<file path="src/rtl/sirs_pkg.sv">
// Shared types and constants for the signed integer to radix symbols block.
package sirs_pkg;

	localparam logic [7:0] MINUS_CHAR = 8'h2D;
	localparam logic [7:0] PLUS_CHAR  = 8'h2B;
	localparam int         SYMBOL_BYTES = 32;
	localparam int         SIZE_W = 6;
	localparam int         CFG_IDX_W = 3;

	localparam logic [CFG_IDX_W-1:0] REG_BASE_SIZE = 3'd0;
	localparam logic [CFG_IDX_W-1:0] REG_SYM0      = 3'd1;
	localparam logic [CFG_IDX_W-1:0] REG_SYM1      = 3'd2;
	localparam logic [CFG_IDX_W-1:0] REG_SYM2      = 3'd3;
	localparam logic [CFG_IDX_W-1:0] REG_SYM3      = 3'd4;

	typedef enum logic [1:0] {
		ST_IDLE,
		ST_DIV,
		ST_EMIT
	} back_state_t;

	typedef enum logic [1:0] {
		VS_IDLE,
		VS_SCAN,
		VS_DONE
	} vchk_state_t;

endpackage

</file>
<file path="src/rtl/sirs_front.sv">
// Front: accepts numbers, splits sign and magnitude, queues them for the back.
module sirs_front #(
	parameter int VALUE_WIDTH = 32,
	parameter int DEPTH_LOG = 1
) (
	input  logic                   clk,
	input  logic                   arst_n,
	input  logic                   in_valid,
	output logic                   in_ready,
	input  logic [VALUE_WIDTH-1:0] in_number,
	input  logic                   enable,
	output logic                   q_valid,
	input  logic                   q_ready,
	output logic                   q_neg,
	output logic [VALUE_WIDTH-1:0] q_mag
);
	localparam int DEPTH = 1 << DEPTH_LOG;

	logic [VALUE_WIDTH-1:0] mag_q [DEPTH];
	logic                   neg_q [DEPTH];
	logic [DEPTH_LOG-1:0]   wr_q, rd_q;
	logic [DEPTH_LOG:0]     cnt_q;
	logic                   push, pop;

	assign in_ready = (cnt_q != (DEPTH_LOG + 1)'(DEPTH));
	// invalid base: the item is consumed but never queued
	assign push = in_valid && in_ready && enable;
	assign pop  = q_valid && q_ready;
	assign q_valid = (cnt_q != '0);
	assign q_neg = neg_q[rd_q];
	assign q_mag = mag_q[rd_q];

	always_ff @(posedge clk) begin
		if (push) begin
			neg_q[wr_q] <= in_number[VALUE_WIDTH-1];
			mag_q[wr_q] <= in_number[VALUE_WIDTH-1] ? (~in_number + 1'b1) : in_number;
		end
	end

	always_ff @(posedge clk or negedge arst_n) begin
		if (!arst_n) begin
			wr_q <= '0;
			rd_q <= '0;
			cnt_q <= '0;
		end else begin
			if (push) wr_q <= wr_q + 1'b1;
			if (pop) rd_q <= rd_q + 1'b1;
			cnt_q <= cnt_q + {{DEPTH_LOG{1'b0}}, push} - {{DEPTH_LOG{1'b0}}, pop};
		end
	end
endmodule

</file>
<file path="src/rtl/sirs_back.sv">
// Back: iterative restoring division by the radix, digit stack, symbol output.
module sirs_back #(
	parameter int VALUE_WIDTH = 32
) (
	input  logic                   clk,
	input  logic                   arst_n,
	input  logic                   q_valid,
	output logic                   q_ready,
	input  logic                   q_neg,
	input  logic [VALUE_WIDTH-1:0] q_mag,
	input  logic [sirs_pkg::SIZE_W-1:0] radix,
	input  logic [255:0]           symbols,
	output logic                   out_valid,
	input  logic                   out_ready,
	output logic [7:0]             out_symbol,
	output logic                   out_last
);
	localparam int CNT_W = $clog2(VALUE_WIDTH + 1);
	localparam int DIG_W = $clog2(VALUE_WIDTH + 2);
	localparam int IDX_W = $clog2(VALUE_WIDTH);

	sirs_pkg::back_state_t state_q, state_d;

	logic [VALUE_WIDTH-1:0]      quo_q;
	logic [sirs_pkg::SIZE_W-1:0] rem_q;
	logic [CNT_W-1:0]            bit_q;
	logic [4:0]                  digits_q [VALUE_WIDTH];
	logic [DIG_W-1:0]            nd_q;
	logic                        neg_q;

	logic [sirs_pkg::SIZE_W:0]   trial;
	logic                        ge;
	logic [sirs_pkg::SIZE_W-1:0] rem_n;
	logic                        pop;
	logic                        last_bit;
	logic [4:0]                  dsel;

	assign trial = {rem_q, quo_q[VALUE_WIDTH-1]};
	assign ge = trial >= {1'b0, radix};
	assign rem_n = ge ? sirs_pkg::SIZE_W'(trial - {1'b0, radix}) : trial[sirs_pkg::SIZE_W-1:0];
	assign last_bit = (bit_q == CNT_W'(VALUE_WIDTH - 1));

	assign q_ready = (state_q == sirs_pkg::ST_IDLE);
	assign out_valid = (state_q == sirs_pkg::ST_EMIT);
	assign dsel = digits_q[IDX_W'(nd_q - 1'b1)];
	assign out_symbol = neg_q ? sirs_pkg::MINUS_CHAR : symbols[{dsel, 3'b000} +: 8];
	assign out_last = !neg_q && (nd_q == DIG_W'(1));
	assign pop = out_valid && out_ready;

	always_comb begin
		state_d = state_q;
		unique case (state_q)
			sirs_pkg::ST_IDLE: if (q_valid) state_d = sirs_pkg::ST_DIV;
			sirs_pkg::ST_DIV:  if (last_bit && {quo_q[VALUE_WIDTH-2:0], ge} == '0)
				state_d = sirs_pkg::ST_EMIT;
			sirs_pkg::ST_EMIT: if (pop && out_last) state_d = sirs_pkg::ST_IDLE;
			default: state_d = sirs_pkg::ST_IDLE;
		endcase
	end

	// each DIV pass shifts VALUE_WIDTH bits; quotient builds in quo_q's low end
	always_ff @(posedge clk or negedge arst_n) begin
		if (!arst_n) begin
			state_q <= sirs_pkg::ST_IDLE;
			nd_q <= '0;
			neg_q <= 1'b0;
			bit_q <= '0;
		end else begin
			state_q <= state_d;
			unique case (state_q)
				sirs_pkg::ST_IDLE: if (q_valid) begin
					neg_q <= q_neg;
					nd_q <= '0;
					bit_q <= '0;
				end
				sirs_pkg::ST_DIV: begin
					if (last_bit) begin
						bit_q <= '0;
						nd_q <= nd_q + 1'b1;
					end else begin
						bit_q <= bit_q + 1'b1;
					end
				end
				sirs_pkg::ST_EMIT: if (pop) begin
					if (neg_q) neg_q <= 1'b0;
					else if (!out_last) nd_q <= nd_q - 1'b1;
				end
				default: ;
			endcase
		end
	end

	always_ff @(posedge clk) begin
		if (state_q == sirs_pkg::ST_IDLE) begin
			quo_q <= q_mag;
			rem_q <= '0;
		end else if (state_q == sirs_pkg::ST_DIV) begin
			quo_q <= {quo_q[VALUE_WIDTH-2:0], ge};
			if (last_bit) begin
				digits_q[nd_q[IDX_W-1:0]] <= rem_n[4:0];
				rem_q <= '0;
			end else begin
				rem_q <= rem_n;
			end
		end
	end
endmodule

</file>
<file path="src/rtl/signed_integer_to_radix_symbols.sv">
// Top level: signed value to text in a configurable radix.
//
// channel | dir | handshake              | payload
// s_axis  | in  | s_axis_tvalid/tready   | number (tdata)
// m_axis  | out | m_axis_tvalid/tready   | symbol (tdata), last (tlast)
// cfg     | in  | cfg_valid/cfg_ready    | cfg_index, cfg_data
//
// A number leaves the queue, then the bit-serial radix divider works out its
// digits one by one, then the symbols go out while the receiver is ready.
// Any configuration write starts a validity scan during which no item is
// accepted. Reset leaves base_size 0: items are swallowed silently until a
// valid base is configured. A two-entry queue parts the front from the
// divider, so input stalls only when it is full or a scan is running.
module signed_integer_to_radix_symbols #(
	parameter int MAX_SYMBOLS = 32,
	parameter int VALUE_WIDTH = 32
) (
	input  logic                 clk,
	input  logic                 arst_n,
	input  logic                 s_axis_tvalid,
	output logic                 s_axis_tready,
	input  logic [VALUE_WIDTH-1:0] s_axis_tdata, // [VW-1:0] number
	output logic                 m_axis_tvalid,
	input  logic                 m_axis_tready,
	output logic [7:0]           m_axis_tdata,  // [7:0] symbol
	output logic                 m_axis_tlast,
	input  logic                 cfg_valid,
	output logic                 cfg_ready,
	input  logic [sirs_pkg::CFG_IDX_W-1:0] cfg_index,
	input  logic [63:0]          cfg_data
);
	logic [sirs_pkg::SIZE_W-1:0] size_q;
	logic [255:0]                sym_q;
	logic                        valid_q;
	logic                        scan_q;
	logic [4:0]                  i_q;
	logic                        bad_q;
	logic                        f_ready, q_valid, q_ready, q_neg;
	logic [VALUE_WIDTH-1:0]      q_mag;
	logic [7:0]                  c;
	logic                        hit;

	assign cfg_ready = 1'b1;

	// Validity scan: one symbol a cycle, compared against all other used ones.
	assign c = sym_q[{i_q, 3'b000} +: 8];
	always_comb begin
		hit = 1'b0;
		for (int j = 0; j < 32; j++)
			if (j < int'(size_q) && j != int'(i_q) && sym_q[8*j +: 8] == c) hit = 1'b1;
	end

	always_ff @(posedge clk or negedge arst_n) begin
		if (!arst_n) begin
			size_q <= '0;
			sym_q <= '0;
			valid_q <= 1'b0;
			scan_q <= 1'b0;
			i_q <= '0;
			bad_q <= 1'b0;
		end else if (cfg_valid) begin
			unique case (cfg_index)
				sirs_pkg::REG_BASE_SIZE: size_q <= cfg_data[sirs_pkg::SIZE_W-1:0];
				sirs_pkg::REG_SYM0: sym_q[63:0] <= cfg_data;
				sirs_pkg::REG_SYM1: sym_q[127:64] <= cfg_data;
				sirs_pkg::REG_SYM2: sym_q[191:128] <= cfg_data;
				sirs_pkg::REG_SYM3: sym_q[255:192] <= cfg_data;
				default: ;
			endcase
			valid_q <= 1'b0;
			scan_q <= 1'b1;
			i_q <= '0;
			bad_q <= 1'b0;
		end else if (scan_q) begin
			if (int'(i_q) < int'(size_q) &&
				(c == 8'h00 || c == sirs_pkg::MINUS_CHAR || c == sirs_pkg::PLUS_CHAR || hit))
				bad_q <= 1'b1;
			i_q <= i_q + 1'b1;
			if (i_q == 5'd31) begin
				scan_q <= 1'b0;
				valid_q <= !bad_q && !(int'(i_q) < int'(size_q) &&
					(c == 8'h00 || c == sirs_pkg::MINUS_CHAR || c == sirs_pkg::PLUS_CHAR || hit))
					&& size_q >= 6'd2 && int'(size_q) <= MAX_SYMBOLS;
			end
		end
	end

	// While scanning, hold input; with invalid base, accept and discard.
	assign s_axis_tready = !scan_q && (f_ready || !valid_q);

	sirs_front #(.VALUE_WIDTH(VALUE_WIDTH)) u_front (
		.clk, .arst_n,
		.in_valid(s_axis_tvalid && !scan_q), .in_ready(f_ready),
		.in_number(s_axis_tdata), .enable(valid_q),
		.q_valid, .q_ready, .q_neg, .q_mag
	);

	sirs_back #(.VALUE_WIDTH(VALUE_WIDTH)) u_back (
		.clk, .arst_n,
		.q_valid, .q_ready, .q_neg, .q_mag,
		.radix(size_q), .symbols(sym_q),
		.out_valid(m_axis_tvalid), .out_ready(m_axis_tready),
		.out_symbol(m_axis_tdata), .out_last(m_axis_tlast)
	);
endmodule

</file>
<file path="config.mk">
export PLATFORM = sky130hd
export DESIGN_NAME = signed_integer_to_radix_symbols
export DESIGN_NICKNAME = d
export VERILOG_FILES = /design/src/rtl/sirs_pkg.sv /design/src/rtl/sirs_front.sv /design/src/rtl/sirs_back.sv /design/src/rtl/signed_integer_to_radix_symbols.sv
export SDC_FILE = /design/constraint.sdc
export NUM_CORES = 1
export LEC_CHECK = 0
export BUFFER_PORTS_ARGS = -buffer_cell sky130_fd_sc_hd__clkbuf_2
export CORE_MARGIN = 2
export CORE_UTILIZATION = 61
export DETAILED_ROUTE_END_ITERATION = 10
export GPL_ROUTABILITY_DRIVEN = 1
export PLACE_DENSITY = 0.79
export REMOVE_ABC_BUFFERS = 1
export SYNTH_ARGS = -nofsm -noshare
export SYNTH_HDL_FRONTEND = slang
export SYNTH_SLANG_ARGS = --single-unit
</file>
<file path="constraint.sdc">
create_clock -name clk -period 7.95 [get_ports clk]
set_clock_uncertainty 0.1 [all_clocks]
set_input_delay 0.795 -clock clk [delete_from_list [all_inputs] [get_ports clk]]
set_output_delay 0.795 -clock clk [all_outputs]
set_load 0.03 [all_outputs]
</file>
Yosys cells after proc, flatten, opt, wreduce, memory -nomap -nowiden
Memory sizes are Yosys's and may differ from the RTL's.
Cells that the tools add are included.
Storage, ports and cells
  word-level logic and storage cells: 331
  bits in registers: 327
  input bits: 104
  memories: 3
  RAM bits: 226
  output and inout port bits: 12
Memories
  u_back.digits_q: depth 32, width 5, rd ports 1, clocked after memory_dff 0, write ports 1, line sirs_back.sv:27  | logic [4:0] digits_q [VALUE_WIDTH];
  u_front.mag_q: depth 2, width 32, rd ports 1, clocked after memory_dff 0, write ports 1, line sirs_front.sv:19  | logic [VALUE_WIDTH-1:0] mag_q [DEPTH];
  u_front.neg_q: depth 2, width 1, rd ports 1, clocked after memory_dff 0, write ports 1, line sirs_front.sv:20  | logic neg_q [DEPTH];
Operators by class
  equal/unequal tests: 82
  shifts and indexed selects: 2
  bitwise operators: 1
  add/subtract/negate cells: 10
  $lt $le $gt $ge: 36
  muxes and demuxes: 70
  reduce and logical (&&, ||, !) cells: 109
Operators by type and width (number)
  $shiftx A256 B9 Y8: 2
  $eq A8 B8 Y1: 32
  $lt A5 B6 Y1 const A: 16
  $mux W32: 3
  $ne A5 B5 Y1 const A: 16
  $logic_and A1 B1 Y1: 77
  $mux W1: 49
  $lt A4 B6 Y1 const A: 8
  $mux W6: 8
  $ne A4 B5 Y1 const A: 8
  $add A32 B1 Y32 const B: 1
  $logic_not A32 Y1: 1
  $not A32 Y32: 1
  $lt A3 B6 Y1 const A: 4
  $ne A3 B5 Y1 const A: 4
  $pmux W6 S3: 1
  $eq A8 B6 Y1 const B: 2
  $reduce_and A2 Y1: 8
  $add A6 B1 Y6 const B: 2
  $lt A1 B6 Y1 const A: 2
  $lt A2 B6 Y1 const A: 2
  $pmux W6 S2: 1
  $reduce_bool A2 Y1: 6
  $mux W5: 2
  35 further kinds: 54

Logic depth before layout (Yosys ltp)
  depth in word-level cells: 44
  depth in mapped cells: 18
  mapped depth without buffers: 13

By module
Synthesis repeated with hierarchy kept, for this count alone.
Second synthesis, totals
  cell total of the unflattened synthesis: 2573
  area, all modules: 31118.6 um^2
By module, submodules not included
  signed_integer_to_radix_symbols: area each 16069.2 um^2, cells each 1329, instances 1, sequential area each 6756.5 um^2
  sirs_back: area each 11708.7 um^2, cells each 1013, instances 1, sequential area each 6261.0 um^2
  sirs_front: area each 3340.7 um^2, cells each 231, instances 1, sequential area each 2082.0 um^2

Least setup slack after synthesis
No wires, ideal clock.
  path type: register to output
  from: register u_back.nd_q[0]
  to: output port m_axis_tdata[1]
  cell stages (with the launch flop): 18
  data arrival time: 5.505 ns
  buffers on the path: 7
  path slack: 1.550 ns
  path through: dfrtp_1 > buf_2 > buf_1 > clkbuf_1 > inv_1 > ha_1 > clkbuf_1 > clkbuf_1 > mux4_2 > mux4_2 > mux2i_1 > clkbuf_1 > clkbuf_1 > o21ai_0 > nand2_1 > o21ai_0 > a22o_1 > nor3_1
Between the ends
  word-level cells in the longest chain between the ends: 4
RTL lines
  start: declaration: line sirs_back.sv:28  | logic [DIG_W-1:0] nd_q;
  start signal: assignment: line sirs_back.sv:79  | nd_q <= nd_q + 1'b1;
  start signal: assignment: line sirs_back.sv:86  | else if (!out_last) nd_q <= nd_q - 1'b1;
  $sub A6 B1 Y6: line sirs_back.sv:45  | assign dsel = digits_q[IDX_W'(nd_q - 1'b1)];
  $mem_v2 Z32 W5
  $shiftx A256 B9 Y8: line sirs_back.sv:46  | assign out_symbol = neg_q ? sirs_pkg::MINUS_CHAR : symbols[{dsel, 3'b000} +: 8];
  $mux W8: line sirs_back.sv:46
  end: declaration: line signed_integer_to_radix_symbols.sv:25  | output logic [7:0] m_axis_tdata,
No other way between the ends.

Worst setup path in the final report
  from: register u_back.nd_q[1]
  to: output port m_axis_tdata[2]
Same word-level chain as after synthesis.

==> impl_metrics.tcl <==
set metrics [dict create \
    p_int_mw 8.75 \
    fmax_mhz 149 \
    period_share 0.843 \
    fill_cells 3529 \
    cts_tree "yes" \
    initialDrtViolationCount 2433 \
    layout_commonest_cell "mux2_2" \
    cts_setup_buffers 0 \
    slew_headroom 0.0818 \
    worst_pin_slew_ns 1.38 \
    grt_overflow 0 \
    crit_required_ns 7.05 \
    via_count 21875 \
    post_cts_resized 0 \
    ys_top_cells_by_area "edfxtp_1 (25%), dfrtp_1 (23%), mux2_2 (11%), mux4_2 (6.1%), mux2i_1 (5.2%)" \
    yosys_warnings 0 \
    numCtsBuffers 57 \
    coreArea_sq_mm 0.0501 \
    clockRootBuffer "clkbuf_16" \
    syn_area_sq_mm 0.0309 \
    seqCellArea_sq_mm 0.0151 \
    synth_top_cell_area_share 0.251 \
    antenna_found_initial 4 \
    die_h_um 229 \
    drt_wl_total_um 98400 \
    gp_congestion 1.14 \
    hold_buffers 0 \
    yosysSeqAreaShare 0.489 \
    synth-seq-cells 553 \
    switching_share 0.453 \
    area_growth_pct 10.3 \
    p_seq_frac 0.283 \
    htreeDepth 2 \
    routedWlPerCell_um 30.3 \
    pwr-share-clk 0.183 \
    status "finished, final reports clean" \
    rsz0062_at_grt "false" \
    ant_nets 0 \
    clkLatencyLatePin_ns 0.65 \
    maxSlewViolCount 0 \
    clock-sinks 553 \
    cp_max_fo 27 \
    path_class "register to output port" \
    end_kind "output port" \
    synth_top_area_cell "edfxtp_1" \
    final_cell_mix "mux2_2 (299), dfrtp_1 (285), edfxtp_1 (258), xnor2_1 (157), mux2i_1 (154)" \
    maxCapViolations 0 \
    clkTransAtPathRegs_ns 0.07 \
    worstSetupStartpointType "register" \
    cts_buffer_depth 3 \
    die_area_sq_mm 0.0524 \
    die_w_um 229 \
    grt_pass1_vias 21840 \
    netlist_instances 2478 \
    routed_via_density 6.72 \
    track_usage 0.377 \
    grt_max_degree 157 \
    syn_area_per_cell_sq_um 12.5 \
    hold-worst-slack_ns 0.00168 \
    switching_power_mw 7.24 \
    arrival_ns 5.81 \
    num_rows 82 \
    synth_cell_types 81 \
    combinationalPowerShare 0.534 \
    ir_drop_v 0.000611 \
    portBuffers 114 \
    synth_edf_count 258 \
    synth_ff_type "dfrtp_1" \
    setup_viol 0 \
    fin_nets 2668 \
    dr.pass1.iters 6 \
    drc 0 \
    async_flop_share 0.523 \
    post-route-min-period_ns 6.70 \
    r2r_cells 13 \
    hpwlAfterDp_um 69400 \
    multiInputGateArea_sq_mm 0.0150 \
    ioPinCount 116 \
    finalHoldViolCount 0 \
    min_path_type "input pin to async pin" \
    initial_core_util 0.617 \
    power_mw 16.0 \
    grt_pass1_wl_um 147000 \
    power_leakage_nw 12.9 \
    drive_above_1_share 0.261 \
    p_per_area_mw_per_mm2 470 \
]
## layer usage
layer | global-route usage | wire length [um] | up-vias
met5 | 0 | 44 | -
met4 | 0.193 | 5670 | 6
met3 | 0.0613 | 7100 | 260
met2 | 0.617 | 47500 | 1115
met1 | 0.489 | 38100 | 11127
li1 | - | - | 9367
## state kept, by name, summed over array words and instances (netlist names)
name / flops
i_q: 5
size_q: 6
u_front.neg_q: 2
u_front.rd_q: 1
u_back.neg_q: 1
u_back.state_q: 2
sym_q: 256
valid_q: 1
u_back.rem_q: 6
u_front.mag_q: 64
u_back.bit_q: 6
u_front.wr_q: 1
u_back.quo_q: 32
bad_q: 1
u_front.cnt_q: 2
u_back.digits_q: 160
scan_q: 1
u_back.nd_q: 6
## per-stage QoR
stage	cell area, sq um	util	instances	TNS [ns]	setup slack (ns)
6_report	34100	0.680	3253	0	1.25
5_1_grt	34100	0.680	3252	0	1.14
4_1_cts	34100	0.680	3252	0	1.40
3_5_place_dp	32000	0.638	3147	0	2.23
3_3_place_gp	32000	0.638	3147	0	2.42
2_1_floorplan	30100	-	2318	-64.20	-8.26
## logic make-up (layout without fill, tap and decap cells)
logic type	count (synthesis)	count (layout)	share of synthesized area
AO/OA/AOI/OAI	373	373	0.0805
XOR/XNOR	300	300	0.0851
adder cells (fa/ha/maj)	30	30	0.0124
buffers and inverters	188	290	0.0297
flip-flops	553	553	0.489
multiplexers	546	546	0.225
other	1	2	0.000121
AND/OR/NAND/NOR	487	487	0.0775
## worst max-delay path: stages, from the launching register on
cell      delay, ns
dfrtp_1        0.53
inv_1          0.16
ha_1           1.15
buf_4          0.43
mux4_2         0.36
mux4_2         0.50
mux2_2         0.31
nor2_2         0.93
a22oi_1        0.30
a21o_1         0.28
clkbuf_2       0.19
## synth_stat cells (12+ instances only)
cell type  instances
xor2_1           143
nand2_1          148
nor3_1            40
nor2_1            99
mux4_2            83
a22oi_1           13
nor4_1            29
mux2i_1          159
o21ai_0          102
nor2b_1           41
nand4_1           37
a22o_1            12
clkbuf_1          89
o22ai_1           16
a21oi_1           91
buf_2             27
a211oi_1          39
buf_4             23
or3_1             13
inv_1             25
nand3_1           36
edfxtp_1         258
o31ai_1           13
mux2_2           299
xnor2_1          157
dfrtp_1          289
ha_1              29
## path summary, 6_finish.rpt
check | startpoint | to | slack, ns
setup reg to reg | i_q[2] | valid_q | 2.43
min in group clk | cfg_data[28] | sym_q[220] | 0.32
hold / removal | arst_n | sym_q[142] | 0.002
hold reg to reg | u_front.cnt_q[1] | u_front.cnt_q[1] | 0.38
setup / recovery | u_back.nd_q[1] | m_axis_tdata[2] | 1.25
max in group asynchronous | arst_n | i_q[0] | 6.38
## power by group through the flow
stage | registers (mW) | clock network (mW) | logic (mW)
2_1_floorplan | 4.28 | 0 | 4.64
3_3_place_gp | 4.51 | 0 | 8.04
3_5_place_dp | 4.54 | 0 | 8.26
4_1_cts | 4.49 | 2.96 | 8.35
5_1_grt | 4.56 | 3.07 | 8.98
6_report | 4.53 | 2.93 | 8.54
## area by class of cell
class / count / area share
flip-flops and latches: 553 / 0.444
clock inverters: 36 / 0.0159
multi-input cells: 1737 / 0.439
clock buffers: 69 / 0.0453
diodes: 1 / 0.0000735
well taps: 672 / 0.0247
repair buffers: 157 / 0.0280
inverters: 28 / 0.00309
Note: power is estimated with default switching activity, not from simulation.
